$ cat src/sv/tdpa_pkg.sv
`timescale 1ns / 1ps
// ----------------------------------------------------------------------------
// tdpa_pkg
// Shared types and codes of the transmit descriptor pair allocator.
// ----------------------------------------------------------------------------
package tdpa_pkg;

    // Descriptors taken by one packet: header plus data.
    localparam int PAIR_ENTRIES = 2;

    // Width of the available-ring running index.
    localparam int AVAIL_W = 16;

    // Request codes.
    localparam logic ACT_ALLOC = 1'b0;
    localparam logic ACT_FREE  = 1'b1;

    // Result status codes.
    localparam logic [1:0] STAT_OK       = 2'd0;
    localparam logic [1:0] STAT_FULL     = 2'd1;
    localparam logic [1:0] STAT_OVERFREE = 2'd2;

    // Request sequencer states.
    typedef enum logic [1:0] {
        ST_IDLE,
        ST_SECOND,
        ST_FINISH
    } t_state;

endpackage

$ cat src/sv/tdpa_link_mem.sv
`timescale 1ns / 1ps
// ----------------------------------------------------------------------------
// tdpa_link_mem
// Free-list link memory with a registered read port and per-entry valid
// bits, so that an entry never written reads as its reset link (i + 1).
// ----------------------------------------------------------------------------
module tdpa_link_mem #(
    parameter int DEPTH = 32,
    parameter int AW    = 5
) (
    input  logic          i_clk,
    input  logic          i_rst_n,
    input  logic          i_wr_en,
    input  logic [AW-1:0] i_wr_addr,
    input  logic [AW-1:0] i_wr_data,
    input  logic          i_rd_en,
    input  logic [AW-1:0] i_rd_addr,
    output logic [AW-1:0] o_rd_data
);

    logic [AW-1:0] r_mem [DEPTH];
    logic [DEPTH-1:0] r_valid;
    logic          r_rd_valid;
    logic [AW-1:0] r_rd_addr;
    logic [AW-1:0] r_rd_data;
    logic [AW-1:0] w_reset_link;

    always_ff @(posedge i_clk) begin
        if (i_wr_en) begin
            r_mem[i_wr_addr] <= i_wr_data;
        end
        if (i_rd_en) begin
            r_rd_data <= r_mem[i_rd_addr];
            r_rd_addr <= i_rd_addr;
        end
    end

    always_ff @(posedge i_clk) begin
        if (!i_rst_n) begin
            r_valid    <= '0;
            r_rd_valid <= 1'b0;
        end else begin
            if (i_wr_en) begin
                r_valid[i_wr_addr] <= 1'b1;
            end
            if (i_rd_en) begin
                r_rd_valid <= r_valid[i_rd_addr];
            end
        end
    end

    // The last entry wraps back to entry zero.
    assign w_reset_link = (r_rd_addr == AW'(DEPTH - 1)) ? '0 : r_rd_addr + 1'b1;
    assign o_rd_data    = r_rd_valid ? r_rd_data : w_reset_link;

endmodule

$ cat src/sv/tdpa_handle_ram.sv
`timescale 1ns / 1ps
// ----------------------------------------------------------------------------
// tdpa_handle_ram
// Buffer handle store, one write port and one registered read port.
// ----------------------------------------------------------------------------
module tdpa_handle_ram #(
    parameter int DEPTH = 32,
    parameter int AW    = 5,
    parameter int DW    = 32
) (
    input  logic          i_clk,
    input  logic          i_wr_en,
    input  logic [AW-1:0] i_wr_addr,
    input  logic [DW-1:0] i_wr_data,
    input  logic          i_rd_en,
    input  logic [AW-1:0] i_rd_addr,
    output logic [DW-1:0] o_rd_data
);

    logic [DW-1:0] r_mem [DEPTH];
    logic [DW-1:0] r_rd_data;

    always_ff @(posedge i_clk) begin
        if (i_wr_en) begin
            r_mem[i_wr_addr] <= i_wr_data;
        end
        if (i_rd_en) begin
            r_rd_data <= r_mem[i_rd_addr];
        end
    end

    assign o_rd_data = r_rd_data;

endmodule

$ cat src/sv/tx_descriptor_pair_allocator_unit.sv
`timescale 1ns / 1ps
// ----------------------------------------------------------------------------
// tx_descriptor_pair_allocator_unit
// A finished result passes the result slot, then the output register, and
// may wait in either while the output stalls. A new item enters as the last
// finishes; an allocate reads head, then data entry link via the one read port.
// Reset: synchronous, active low; the link memory is restored through valid
// bits at once, so no clearing pass runs and items are taken right after reset.
// ----------------------------------------------------------------------------
// Keeps a transmit descriptor table as a singly linked free list and hands out
// descriptor pairs. An allocate takes the first two free entries, stores the
// buffer handle at the data entry and reports the available-ring slot. A free
// links the pair back in at the head and returns the stored handle.
// ----------------------------------------------------------------------------
module tx_descriptor_pair_allocator_unit
    import tdpa_pkg::*;
#(
    parameter int QUEUE_SIZE   = 32,
    parameter int HANDLE_WIDTH = 32
) (
    input  logic                            i_clk,
    input  logic                            i_rst_n,
    input  logic                            i_in_valid,
    output logic                            o_in_stall,
    input  logic                            i_action,
    input  logic [HANDLE_WIDTH-1:0]         i_buffer_handle,
    input  logic [$clog2(QUEUE_SIZE)-1:0]   i_release_head,
    input  logic                            i_device_no_notify,
    output logic                            o_out_valid,
    input  logic                            i_out_stall,
    output logic [1:0]                      o_status,
    output logic [$clog2(QUEUE_SIZE)-1:0]   o_head_index,
    output logic [$clog2(QUEUE_SIZE)-1:0]   o_data_index,
    output logic [$clog2(QUEUE_SIZE)-1:0]   o_ring_slot,
    output logic                            o_notify,
    output logic [HANDLE_WIDTH-1:0]         o_released_handle
);

    localparam int IDX_W = $clog2(QUEUE_SIZE);
    localparam int CNT_W = $clog2(QUEUE_SIZE + 1);

    // Sequencer and list state.
    t_state               r_state, n_state;
    logic [IDX_W-1:0]     r_list_head;
    logic [CNT_W-1:0]     r_free_count;
    logic [AVAIL_W-1:0]   r_avail;
    logic [IDX_W-1:0]     r_slot;

    // The item in flight.
    logic                 r_act;
    logic                 r_ok;
    logic                 r_relink;
    logic                 r_no_notify;
    logic [IDX_W-1:0]     r_rel;
    logic [IDX_W-1:0]     r_head;
    logic [IDX_W-1:0]     r_data;
    logic [IDX_W-1:0]     r_slot_cap;
    logic [HANDLE_WIDTH-1:0] r_handle;

    // Finished result waiting for the output register.
    logic                 r_res_valid;
    logic [1:0]           r_res_status;
    logic [IDX_W-1:0]     r_res_head;
    logic [IDX_W-1:0]     r_res_data;
    logic [IDX_W-1:0]     r_res_slot;
    logic                 r_res_notify;
    logic [HANDLE_WIDTH-1:0] r_res_handle;

    // Output register.
    logic                 r_out_valid;
    logic [1:0]           r_out_status;
    logic [IDX_W-1:0]     r_out_head;
    logic [IDX_W-1:0]     r_out_data;
    logic [IDX_W-1:0]     r_out_slot;
    logic                 r_out_notify;
    logic [HANDLE_WIDTH-1:0] r_out_handle;

    // Memory ports.
    logic                 w_link_wr_en, w_link_rd_en;
    logic [IDX_W-1:0]     w_link_rd_addr;
    logic [IDX_W-1:0]     w_link_rd;
    logic                 w_hnd_wr_en, w_hnd_rd_en;
    logic [HANDLE_WIDTH-1:0] w_hnd_rd;

    logic                 w_res_move;
    logic                 w_fin_done;
    logic                 w_in_accept;
    logic                 w_ok;
    logic [IDX_W-1:0]     w_head_fwd;
    logic [IDX_W-1:0]     w_rel_mod;

    // A result moves on whenever the output register is empty or being taken.
    assign w_res_move = r_res_valid && (!r_out_valid || !i_out_stall);

    // The item in its last cycle completes once the result slot is free.
    assign w_fin_done = (r_state == ST_FINISH) && (!r_res_valid || w_res_move);

    // A new item may enter while the previous one completes.
    assign o_in_stall  = !((r_state == ST_IDLE) || w_fin_done);
    assign w_in_accept = i_in_valid && !o_in_stall;

    // When an allocate completes in this cycle its new list head is only on
    // the link read data; forward it to the entering item.
    assign w_head_fwd = (w_fin_done && (r_act == ACT_ALLOC) && r_ok) ? w_link_rd
                                                                    : r_list_head;

    // Release index reduced into the table range (a single compare is enough
    // since the port cannot reach twice the table size).
    assign w_rel_mod = ({1'b0, i_release_head} >= (IDX_W + 1)'(QUEUE_SIZE))
                     ? IDX_W'({1'b0, i_release_head} - (IDX_W + 1)'(QUEUE_SIZE))
                     : i_release_head;

    // An allocate needs a whole pair free; a free must leave room for a pair.
    assign w_ok = (i_action == ACT_ALLOC)
                ? (r_free_count >= CNT_W'(PAIR_ENTRIES))
                : (r_free_count <= CNT_W'(QUEUE_SIZE - PAIR_ENTRIES));

    // Link memory: the first read is issued as the item enters (head entry on
    // allocate, released head on free); an allocate reads the data entry's
    // link in state ST_SECOND, and a free relinks the data entry there.
    assign w_link_rd_en   = w_in_accept ||
                            ((r_state == ST_SECOND) && (r_act == ACT_ALLOC) && r_ok);
    assign w_link_rd_addr = w_in_accept ? ((i_action == ACT_ALLOC) ? w_head_fwd : w_rel_mod)
                                        : w_link_rd;
    assign w_link_wr_en   = (r_state == ST_SECOND) && (r_act == ACT_FREE) && r_ok && r_relink;

    // Handle store: written at the data entry on allocate, read there on free.
    assign w_hnd_wr_en = (r_state == ST_SECOND) && (r_act == ACT_ALLOC) && r_ok;
    assign w_hnd_rd_en = (r_state == ST_SECOND) && (r_act == ACT_FREE) && r_ok;

    tdpa_link_mem #(
        .DEPTH (QUEUE_SIZE),
        .AW    (IDX_W)
    ) u_link_mem (
        .i_clk     (i_clk),
        .i_rst_n   (i_rst_n),
        .i_wr_en   (w_link_wr_en),
        .i_wr_addr (w_link_rd),
        .i_wr_data (r_list_head),
        .i_rd_en   (w_link_rd_en),
        .i_rd_addr (w_link_rd_addr),
        .o_rd_data (w_link_rd)
    );

    tdpa_handle_ram #(
        .DEPTH (QUEUE_SIZE),
        .AW    (IDX_W),
        .DW    (HANDLE_WIDTH)
    ) u_handle_ram (
        .i_clk     (i_clk),
        .i_wr_en   (w_hnd_wr_en),
        .i_wr_addr (w_link_rd),
        .i_wr_data (r_handle),
        .i_rd_en   (w_hnd_rd_en),
        .i_rd_addr (w_link_rd),
        .o_rd_data (w_hnd_rd)
    );

    // Sequencer: enter, second link access, finish.
    always_comb begin
        n_state = r_state;
        unique case (r_state)
            ST_IDLE: begin
                if (w_in_accept) begin
                    n_state = ST_SECOND;
                end
            end
            ST_SECOND: begin
                n_state = ST_FINISH;
            end
            ST_FINISH: begin
                if (w_fin_done) begin
                    n_state = w_in_accept ? ST_SECOND : ST_IDLE;
                end
            end
            default: begin
                n_state = ST_IDLE;
            end
        endcase
    end

    always_ff @(posedge i_clk) begin
        if (!i_rst_n) begin
            r_state <= ST_IDLE;
        end else begin
            r_state <= n_state;
        end
    end

    // List state. The pool count and ring index move as the item enters, so
    // the next item is checked against them at once.
    always_ff @(posedge i_clk) begin
        if (!i_rst_n) begin
            r_list_head  <= '0;
            r_free_count <= CNT_W'(QUEUE_SIZE);
            r_avail      <= '0;
            r_slot       <= '0;
        end else begin
            if (w_in_accept && w_ok) begin
                if (i_action == ACT_ALLOC) begin
                    r_free_count <= r_free_count - CNT_W'(PAIR_ENTRIES);
                    r_avail      <= r_avail + 1'b1;
                    // The slot follows the ring index modulo the table size,
                    // restarting when the ring index wraps.
                    if ((r_avail == {AVAIL_W{1'b1}}) ||
                        (r_slot == IDX_W'(QUEUE_SIZE - 1))) begin
                        r_slot <= '0;
                    end else begin
                        r_slot <= r_slot + 1'b1;
                    end
                end else begin
                    r_free_count <= r_free_count + CNT_W'(PAIR_ENTRIES);
                end
            end
            // A free takes the head after its relink has used the old head.
            if ((r_state == ST_SECOND) && (r_act == ACT_FREE) && r_ok) begin
                r_list_head <= r_rel;
            end
            // An allocate takes the link of its data entry as the new head.
            if (w_fin_done && (r_act == ACT_ALLOC) && r_ok) begin
                r_list_head <= w_link_rd;
            end
        end
    end

    // Item capture.
    always_ff @(posedge i_clk) begin
        if (w_in_accept) begin
            r_act       <= i_action;
            r_ok        <= w_ok;
            r_relink    <= (r_free_count != '0);
            r_no_notify <= i_device_no_notify;
            r_rel       <= w_rel_mod;
            r_head      <= w_head_fwd;
            r_slot_cap  <= r_slot;
            r_handle    <= i_buffer_handle;
        end
        if (r_state == ST_SECOND) begin
            r_data <= w_link_rd;
        end
    end

    // Result slot.
    always_ff @(posedge i_clk) begin
        if (!i_rst_n) begin
            r_res_valid <= 1'b0;
        end else if (w_fin_done) begin
            r_res_valid <= 1'b1;
        end else if (w_res_move) begin
            r_res_valid <= 1'b0;
        end
    end

    always_ff @(posedge i_clk) begin
        if (w_fin_done) begin
            r_res_status <= STAT_OK;
            r_res_head   <= '0;
            r_res_data   <= '0;
            r_res_slot   <= '0;
            r_res_notify <= 1'b0;
            r_res_handle <= '0;
            if (!r_ok) begin
                r_res_status <= (r_act == ACT_ALLOC) ? STAT_FULL : STAT_OVERFREE;
            end else if (r_act == ACT_ALLOC) begin
                r_res_head   <= r_head;
                r_res_data   <= r_data;
                r_res_slot   <= r_slot_cap;
                r_res_notify <= !r_no_notify;
            end else begin
                r_res_head   <= r_rel;
                r_res_data   <= r_data;
                r_res_handle <= w_hnd_rd;
            end
        end
    end

    // Output register.
    always_ff @(posedge i_clk) begin
        if (!i_rst_n) begin
            r_out_valid <= 1'b0;
        end else if (w_res_move) begin
            r_out_valid <= 1'b1;
        end else if (!i_out_stall) begin
            r_out_valid <= 1'b0;
        end
    end

    always_ff @(posedge i_clk) begin
        if (w_res_move) begin
            r_out_status <= r_res_status;
            r_out_head   <= r_res_head;
            r_out_data   <= r_res_data;
            r_out_slot   <= r_res_slot;
            r_out_notify <= r_res_notify;
            r_out_handle <= r_res_handle;
        end
    end

    assign o_out_valid       = r_out_valid;
    assign o_status          = r_out_status;
    assign o_head_index      = r_out_head;
    assign o_data_index      = r_out_data;
    assign o_ring_slot       = r_out_slot;
    assign o_notify          = r_out_notify;
    assign o_released_handle = r_out_handle;

    // An item that enters always goes to its second memory access next.
    a_accept_to_second: assert property (@(posedge i_clk) disable iff (!i_rst_n)
        w_in_accept |=> (r_state == ST_SECOND))
        else $error("accepted item did not reach its second cycle");

    // A finished item waits rather than overwrite a pending result.
    a_finish_holds: assert property (@(posedge i_clk) disable iff (!i_rst_n)
        ((r_state == ST_FINISH) && r_res_valid && !w_res_move) |=> (r_state == ST_FINISH))
        else $error("finished item left while the result slot was busy");

    // A granted allocate takes exactly one pair from the pool.
    a_alloc_count: assert property (@(posedge i_clk) disable iff (!i_rst_n)
        (w_in_accept && (i_action == ACT_ALLOC) && w_ok)
        |=> (r_free_count == $past(r_free_count) - CNT_W'(PAIR_ENTRIES)))
        else $error("allocate did not take one pair from the pool");

    // The pool never holds more entries than the table (checked in ST_SECOND).
    a_count_range: assert property (@(posedge i_clk) disable iff (!i_rst_n)
        (r_state == ST_SECOND) |-> (r_free_count <= CNT_W'(QUEUE_SIZE)))
        else $error("free count above table size");

    // Output becomes valid only from a pending result.
    a_out_from_res: assert property (@(posedge i_clk) disable iff (!i_rst_n)
        $rose(r_out_valid) |-> $past(r_res_valid))
        else $error("output valid without a pending result");

endmodule
$ cat config.mk
export PLATFORM = sky130hd
export DESIGN_NAME = tx_descriptor_pair_allocator_unit
export DESIGN_NICKNAME = d
export VERILOG_FILES = /design/src/sv/tdpa_pkg.sv /design/src/sv/tdpa_link_mem.sv /design/src/sv/tdpa_handle_ram.sv /design/src/sv/tx_descriptor_pair_allocator_unit.sv
export SDC_FILE = /design/constraint.sdc
export NUM_CORES = 2
export LEC_CHECK = 0
export ABC_AREA = 1
export BUFFER_PORTS_ARGS = -buffer_cell sky130_fd_sc_hd__buf_4
export CAP_MARGIN = 10
export CORE_UTILIZATION = 55
export DETAILED_ROUTE_END_ITERATION = 10
export PLACE_DENSITY = 0.67
export REMOVE_ABC_BUFFERS = 1
export SETUP_SLACK_MARGIN = 0.3
export SYNTH_ARGS = -nofsm -noshare
export SYNTH_HDL_FRONTEND = slang
export SYNTH_SLANG_ARGS = --single-unit
$ cat constraint.sdc
create_clock -name i_clk -period 13.2 [get_ports i_clk]
set_input_delay 2.64 -clock i_clk [delete_from_list [all_inputs] [get_ports i_clk]]
set_output_delay 2.64 -clock i_clk [all_outputs]
set_load 0.05 [all_outputs]
# Word-level counts from Yosys, hierarchy flattened
# Memories as Yosys holds them, arrays and structs flattened. A register that Yosys moved wholly into a read port is not among the register bits.
# Index checks and enable logic that the tools add are counted.
[totals] mem_bits_rw=1184 register_bits=230 in_bits=43 mem_count=2 out_inout_bits=52
[mem_list] memory="u_handle_ram.r_mem" depth=32 word_bits=32 read_ports=1 rd_clocked_by_memory_dff=1 wr=1 line="tdpa_handle_ram.sv:20" text="logic [DW-1:0] r_mem [DEPTH];"
[mem_list] memory="u_link_mem.r_mem" depth=32 word_bits=5 read_ports=1 rd_clocked_by_memory_dff=1 wr=1 line="tdpa_link_mem.sv:21" text="logic [AW-1:0] r_mem [DEPTH];"
[op_classes] bitwise=4 n_reduce_logical=30 muxes=28 n_eq_ne=8 n_lt_le_gt_ge=5 add_sub_neg=5
[ops] op="$mux 5" n=9
[ops] op="$or 32x32->32" n=1
[ops] op="$add 16x1->16 const B" n=1
[ops] op="$eq 16x16->1 const B" n=1
[ops] op="$logic_and 1x1->1" n=12
[ops] op="$lt 5x6->1 const B" n=2
[ops] op="$mux 1" n=12
[ops] op="$add 5x1->5 const B" n=2
[ops] op="$eq 5x5->1 const B" n=2
[ops] op="$add 6x2->6 const B" n=1
[ops] op="$ge 6x2->1 const B" n=1
[ops] op="$le 6x5->1 const B" n=1
[ops] op="$mux 2" n=3
[ops] op="$mux 6" n=1
[ops] op="$pmux 2 s3" n=1
[ops] op="$reduce_and 2->1" n=3
[ops] op="$reduce_bool 6->1" n=1
[ops] op="$sub 6x2->6 const B" n=1
[ops] op="$bmux 1 s5" n=1
[ops] op="$demux 1 s5" n=1
[ops] op="$ge 5x1->1 const B" n=1
[ops] op="$logic_not 1->1" n=5
[ops] op="$logic_or 1x1->1" n=5
[ops] op="$ne 2x2->1 const B" n=2
[ops] op="other kinds (7)" n=10

# Longest topological paths before layout
[logic_depth] word_depth=12 ltp_mapped=23 depth_no_buf=22

# By module
# Synthesis repeated with hierarchy kept, for this count alone.
[hier_totals] cells_unflattened=4957 hier_area_um2=58388.5
[by_module_without_submodules] module="tdpa_handle_ram" n_inst=1 seq_area_each_um2=31710.4 cells_each=3536 area_per_inst_um2=42726.0
[by_module_without_submodules] module="tdpa_link_mem" n_inst=1 seq_area_each_um2=5765.5 cells_each=783 area_per_inst_um2=8314.2
[by_module_without_submodules] module="tx_descriptor_pair_allocator_unit" n_inst=1 seq_area_each_um2=5385.2 cells_each=638 area_per_inst_um2=7348.3

# Worst setup path after synthesis
# OpenSTA, ideal clock, no wires.
[synth_timing] path_type="input to output" start="input port i_out_stall" end="output port o_in_stall" required_ps=10560 n_path_buf=0 path_stages=4 slack_ps=7291 arrival_ps=3269 cell_sequence="nand3_2 > inv_1 > nand2_1 > nand2_1"
[synth_between] elab_chain_cells=7
[synth_lines] element="start: declaration" line="tx_descriptor_pair_allocator_unit.sv:30" text="input logic i_out_stall,"
[synth_lines] element="$logic_not 1->1"
[synth_lines] element="$logic_or 1x1->1" line="tx_descriptor_pair_allocator_unit.sv:93" text="assign w_res_move = r_res_valid && (!r_out_valid || !i_out_stall);"
[synth_lines] element="$logic_and 1x1->1" line="tx_descriptor_pair_allocator_unit.sv:93"
[synth_lines] element="$logic_or 1x1->1" line="tx_descriptor_pair_allocator_unit.sv:96" text="assign w_fin_done = (r_state == ST_FINISH) && (!r_res_valid || w_res_move);"
[synth_lines] element="$logic_and 1x1->1" line="tx_descriptor_pair_allocator_unit.sv:96"
[synth_lines] element="$logic_or 1x1->1" line="tx_descriptor_pair_allocator_unit.sv:99" text="assign o_in_stall = !((r_state == ST_IDLE) || w_fin_done);"
[synth_lines] element="$logic_not 1->1" line="tx_descriptor_pair_allocator_unit.sv:99"
[synth_lines] element="end: declaration" line="tx_descriptor_pair_allocator_unit.sv:24" text="output logic o_in_stall,"
# No other way between the ends.

# Worst setup path in the final report
# Ends and elaborated chain as after synthesis.

==> impl_summary.md <==
Timing
In this run the tightest slew margin relative to its limit is 0.1843. Clock skew on the completed layout was measured at around 37 ps. Setup repair after global routing left no endpoint under its margin. Setup violations remaining at the end of the flow were counted as 0. The minimum period implied by the final worst setup slack is 5968 ps. In the finished design, the share of the clock period the worst path needs comes to 0.4521. The max-slew violation count is 0.

The final-report hold violation count is 0. Summed over all failing endpoints, the final setup total negative slack is 0 ps. The transition time at the pin with the least slew margin is 1214 ps. Derived from the worst setup path, the maximum achievable clock frequency is 167.6 MHz.

Synth
The predominant post-synthesis flop cell is sky130_fd_sc_hd__edfxtp_1. After synthesis the cells add up to 0.05493 mm^2. The share of the synthesized netlist area taken by xor and xnor gates is 0.0007972.

The proportion of synthesized chip area in sequential cells is 0.7802. The number of synthesized flops with an enable pin is ~1400. The largest area contributor in the synthesized netlist is sky130_fd_sc_hd__edfxtp_1. Of the post-synthesis cell area, the dominant cell type holds 0.7554. The post-synthesis share of cell area spent on full adders, half adders and majority gates is 0.002278. The fraction of synthesized area in multiplexers is 0. The number of warnings printed during yosys synthesis is 0. The post-synthesis compound-gate area fraction is 0.05954.

The synthesized design contains 1450 register bits. Of the total synthesized cell area, the portion taken by AND, OR, NAND and NOR gates is 0.1270. Dividing the synthesized area by the synthesized cell count gives 14.04 um^2. Yosys attributes the largest share of cell area to sky130_fd_sc_hd__edfxtp_1 76%, sky130_fd_sc_hd__nand2_1 6.9%, sky130_fd_sc_hd__dfxtp_1 2.5%. The netlist uses 55 different library cells. The async set-reset flop share out of synthesis is 0.

After synthesis, the largest family of logic cells by area is simple AND/OR/NAND/NOR gates. Synthesis produced 3913 cells.

Drt
The routed design has approximately 140 mm of wire. The average via count per standard cell is around 6.1. The total via count in the routed design is 32970. Once detail routing completed, the nets flagged for antenna violations numbered 0.

After detailed routing, the number of remaining DRC violations is 0. The count of TritonRoute iterations in the first routing pass is 5. For this block, the initial DRC count from the detailed router was ~4300. The wire length per cell is 26.21 um.

Floorplan
The die height is 318.0 um. The initial utilization of the core area, before any placement, comes to 0.5565. The floorplan die area is a little over 0.1 mm^2.

The number of placed I/O pins is 95. The floorplan has 115 rows. In this run the horizontal extent of the chip is approximately 320 um.

The core outline area is 0.09871 mm^2.

GRT
Entering global routing, the biggest net connects 176 pins. The total global routing overflow is 0. For this run, the total global-route usage over all layers was measured as 0.2807.

The number of global-route vias before repair is 30900. The number of antenna violations at the first check in global routing is 1. The wire length of the first global-routing pass is 205.8 mm.

Worst hold path
In this run the most critical hold path is launched from r_res_handle[6]. The tightest min-delay check is of the reg -> reg type.

Power
The worst ir drop on vdd is 0.0001184 V. For this design the total switching power over the nets is 2.861 mW. The share of total power dissipated in the clock network is 0.379.

The sequential group share of total power is 0.484. The internal power of the cells is 7.832 mW. The switching portion of total power is 0.2676. For this design the ratio of total power to cell area is 173.0 mW/mm^2. The share of total power dissipated in combinational logic is 0.137. For this design the static power due to leakage is 20.81 nW.

Setup path
Data on the critical path is required at its endpoint by roughly 11000 ps. The critical register-to-register path startpoint is r_ok. Of all nets on the critical path, the largest fanout is 4.

The worst setup path startpoint is i_out_stall. STA classifies the critical path endpoint as an output pin. The worst setup path is of the in -> out kind. The critical path data arrival time is 3330 ps.

STA classifies the critical path startpoint as an input pin.

Final layout
For this run, the post-layout net count is slightly above 4000. Counting the fill cells in the layout gives 7166. Summing all multi-input logic gate instances after layout gives 0.01069 mm^2. The library cell used most frequently in the layout, excluding fill and tap cells, is sky130_fd_sc_hd__edfxtp_1.

The ratio of cells with drive above 1 in the final layout is 0.1133. The post-route cell area is 0.06180 mm^2. The library cells used most frequently in the layout, excluding fill and tap cells, are 1382 x sky130_fd_sc_hd__edfxtp_1, 1002 x sky130_fd_sc_hd__nand2_1, 212 x sky130_fd_sc_hd__nor2_1.

The area growth from synthesis to final layout is 12.49%. The number of antenna diodes in the final layout is 0. Across the whole layout, storage elements account for 0.04286 mm^2.

Place
The count of buffers added on input and output ports is 94. The last weighted congestion value of the routability-driven placer is 0.8765. Summing all placed instances gives a cell area of approximately 0.057 mm^2.

After legalization and detailed placement, the total HPWL measured ~67 mm.

Clock tree
The clock reaches the later pin of the worst-skew pair after 780 ps. Post-CTS timing repair inserted 0 buffers for setup. The TritonCTS clock tree is yes. After clock tree synthesis, the clock-pin slew on the worst setup and hold paths is 60 ps. TritonCTS created 147 clock buffers.

After clock tree synthesis, the flow added hold-fix buffers numbering 0. CTS built an H-tree with a depth of 4. Gates resized during post-CTS repair numbered 0. The number of buffers on the longest clock path is 3. The buffer cell driving the clock tree root is sky130_fd_sc_hd__clkbuf_16. For this design, the sink count on the clock tree is 1450.

Status
The run finished with clean final reports.

Job
The max capacitance violation total is 0.
## critical path, stage by stage
cell and delay (ps):
sky130_fd_sc_hd__buf_4 110, sky130_fd_sc_hd__nand3_2 150, sky130_fd_sc_hd__inv_1 110, sky130_fd_sc_hd__nand2_1 70, sky130_fd_sc_hd__nand2_1 60, sky130_fd_sc_hd__buf_4 190
## cell usage after synthesis (all sizes together), types with 10 or more instances
cell type,n
a221oi,40
o21ai,103
nand4,197
a22oi,171
ha,10
nor3,34
o211ai,51
o2bb2ai,13
clkbuf,57
nand3,80
and3,10
inv,178
nand3b,13
dfxtp,68
buf,138
a21oi,49
nand2,1017
o21a,10
edfxtp,1382
nor2,249
## sequential cells by signal (all words and copies together), names as in the netlist, 16 cells and up
signal / count
r_avail: 16
u_link_mem.r_mem: 160
u_handle_ram.r_mem: 1024
r_res_handle: 32
r_handle: 32
u_handle_ram.o_rd_data: 32
u_link_mem.r_valid: 32
o_released_handle: 32
## power by group through the flow
stage | logic [mW] | clock network [mW] | registers [mW]
floorplan | 1.00 | 0 | 5.26
global placement | 1.43 | 0 | 5.27
detailed placement | 1.45 | 0 | 5.27
CTS | 1.45 | 4.09 | 5.17
global route | 1.59 | 4.27 | 5.18
finish | 1.46 | 4.06 | 5.18
## metrics by stage
step	setup slack, ps	total power [mW]	cells	hold WS [ps]	utilization
after global placement	7243	6.695	5167	401.1	0.5783
after floorplan	248.5	6.258	3718	400.3	-
after detailed placement	7161	6.719	5167	404.5	0.5783
final	7232	10.69	5437	414.4	0.6261
after global routing	7163	11.04	5437	423.0	0.6261
after CTS	7220	10.72	5437	413.9	0.6261
## final cells by class
cell class / instances / share of cell area
inverter: 179 / 0.01134
timing repair buffer: 162 / 0.01988
sequential: 1450 / 0.6936
multi-input combinational: 2089 / 0.1729
tap: 1287 / 0.02606
clock buffer: 184 / 0.06311
clock inverter: 86 / 0.01312
## layer usage
metal  vias up  share of wire  track usage
met5         -              0            0
met4         0          0.032      0.09930
met3       311          0.092      0.04388
met2      1761           0.47       0.4486
met1     16330           0.40       0.3951
li1      14570              -            -
## final timing paths
| check | end | cells past startpoint | slack [ps] |
|---|---|---|---|
| worst max-delay path | o_in_stall | 6 | 7230 |
| worst min-delay path | o_released_handle[6] | 0 | 410 |
| worst max register to register | u_link_mem.r_mem[6][0] | 8 | 8490 |
| worst min register to register | o_released_handle[6] | 0 | 410 |
## logic make-up after synthesis
family,Yosys count
compound gates,466
xor+xnor,5
fa+ha+maj,10
flops,1450
simple gates,1608
buf+inv,374
Power figures use the tool's default switching activity.
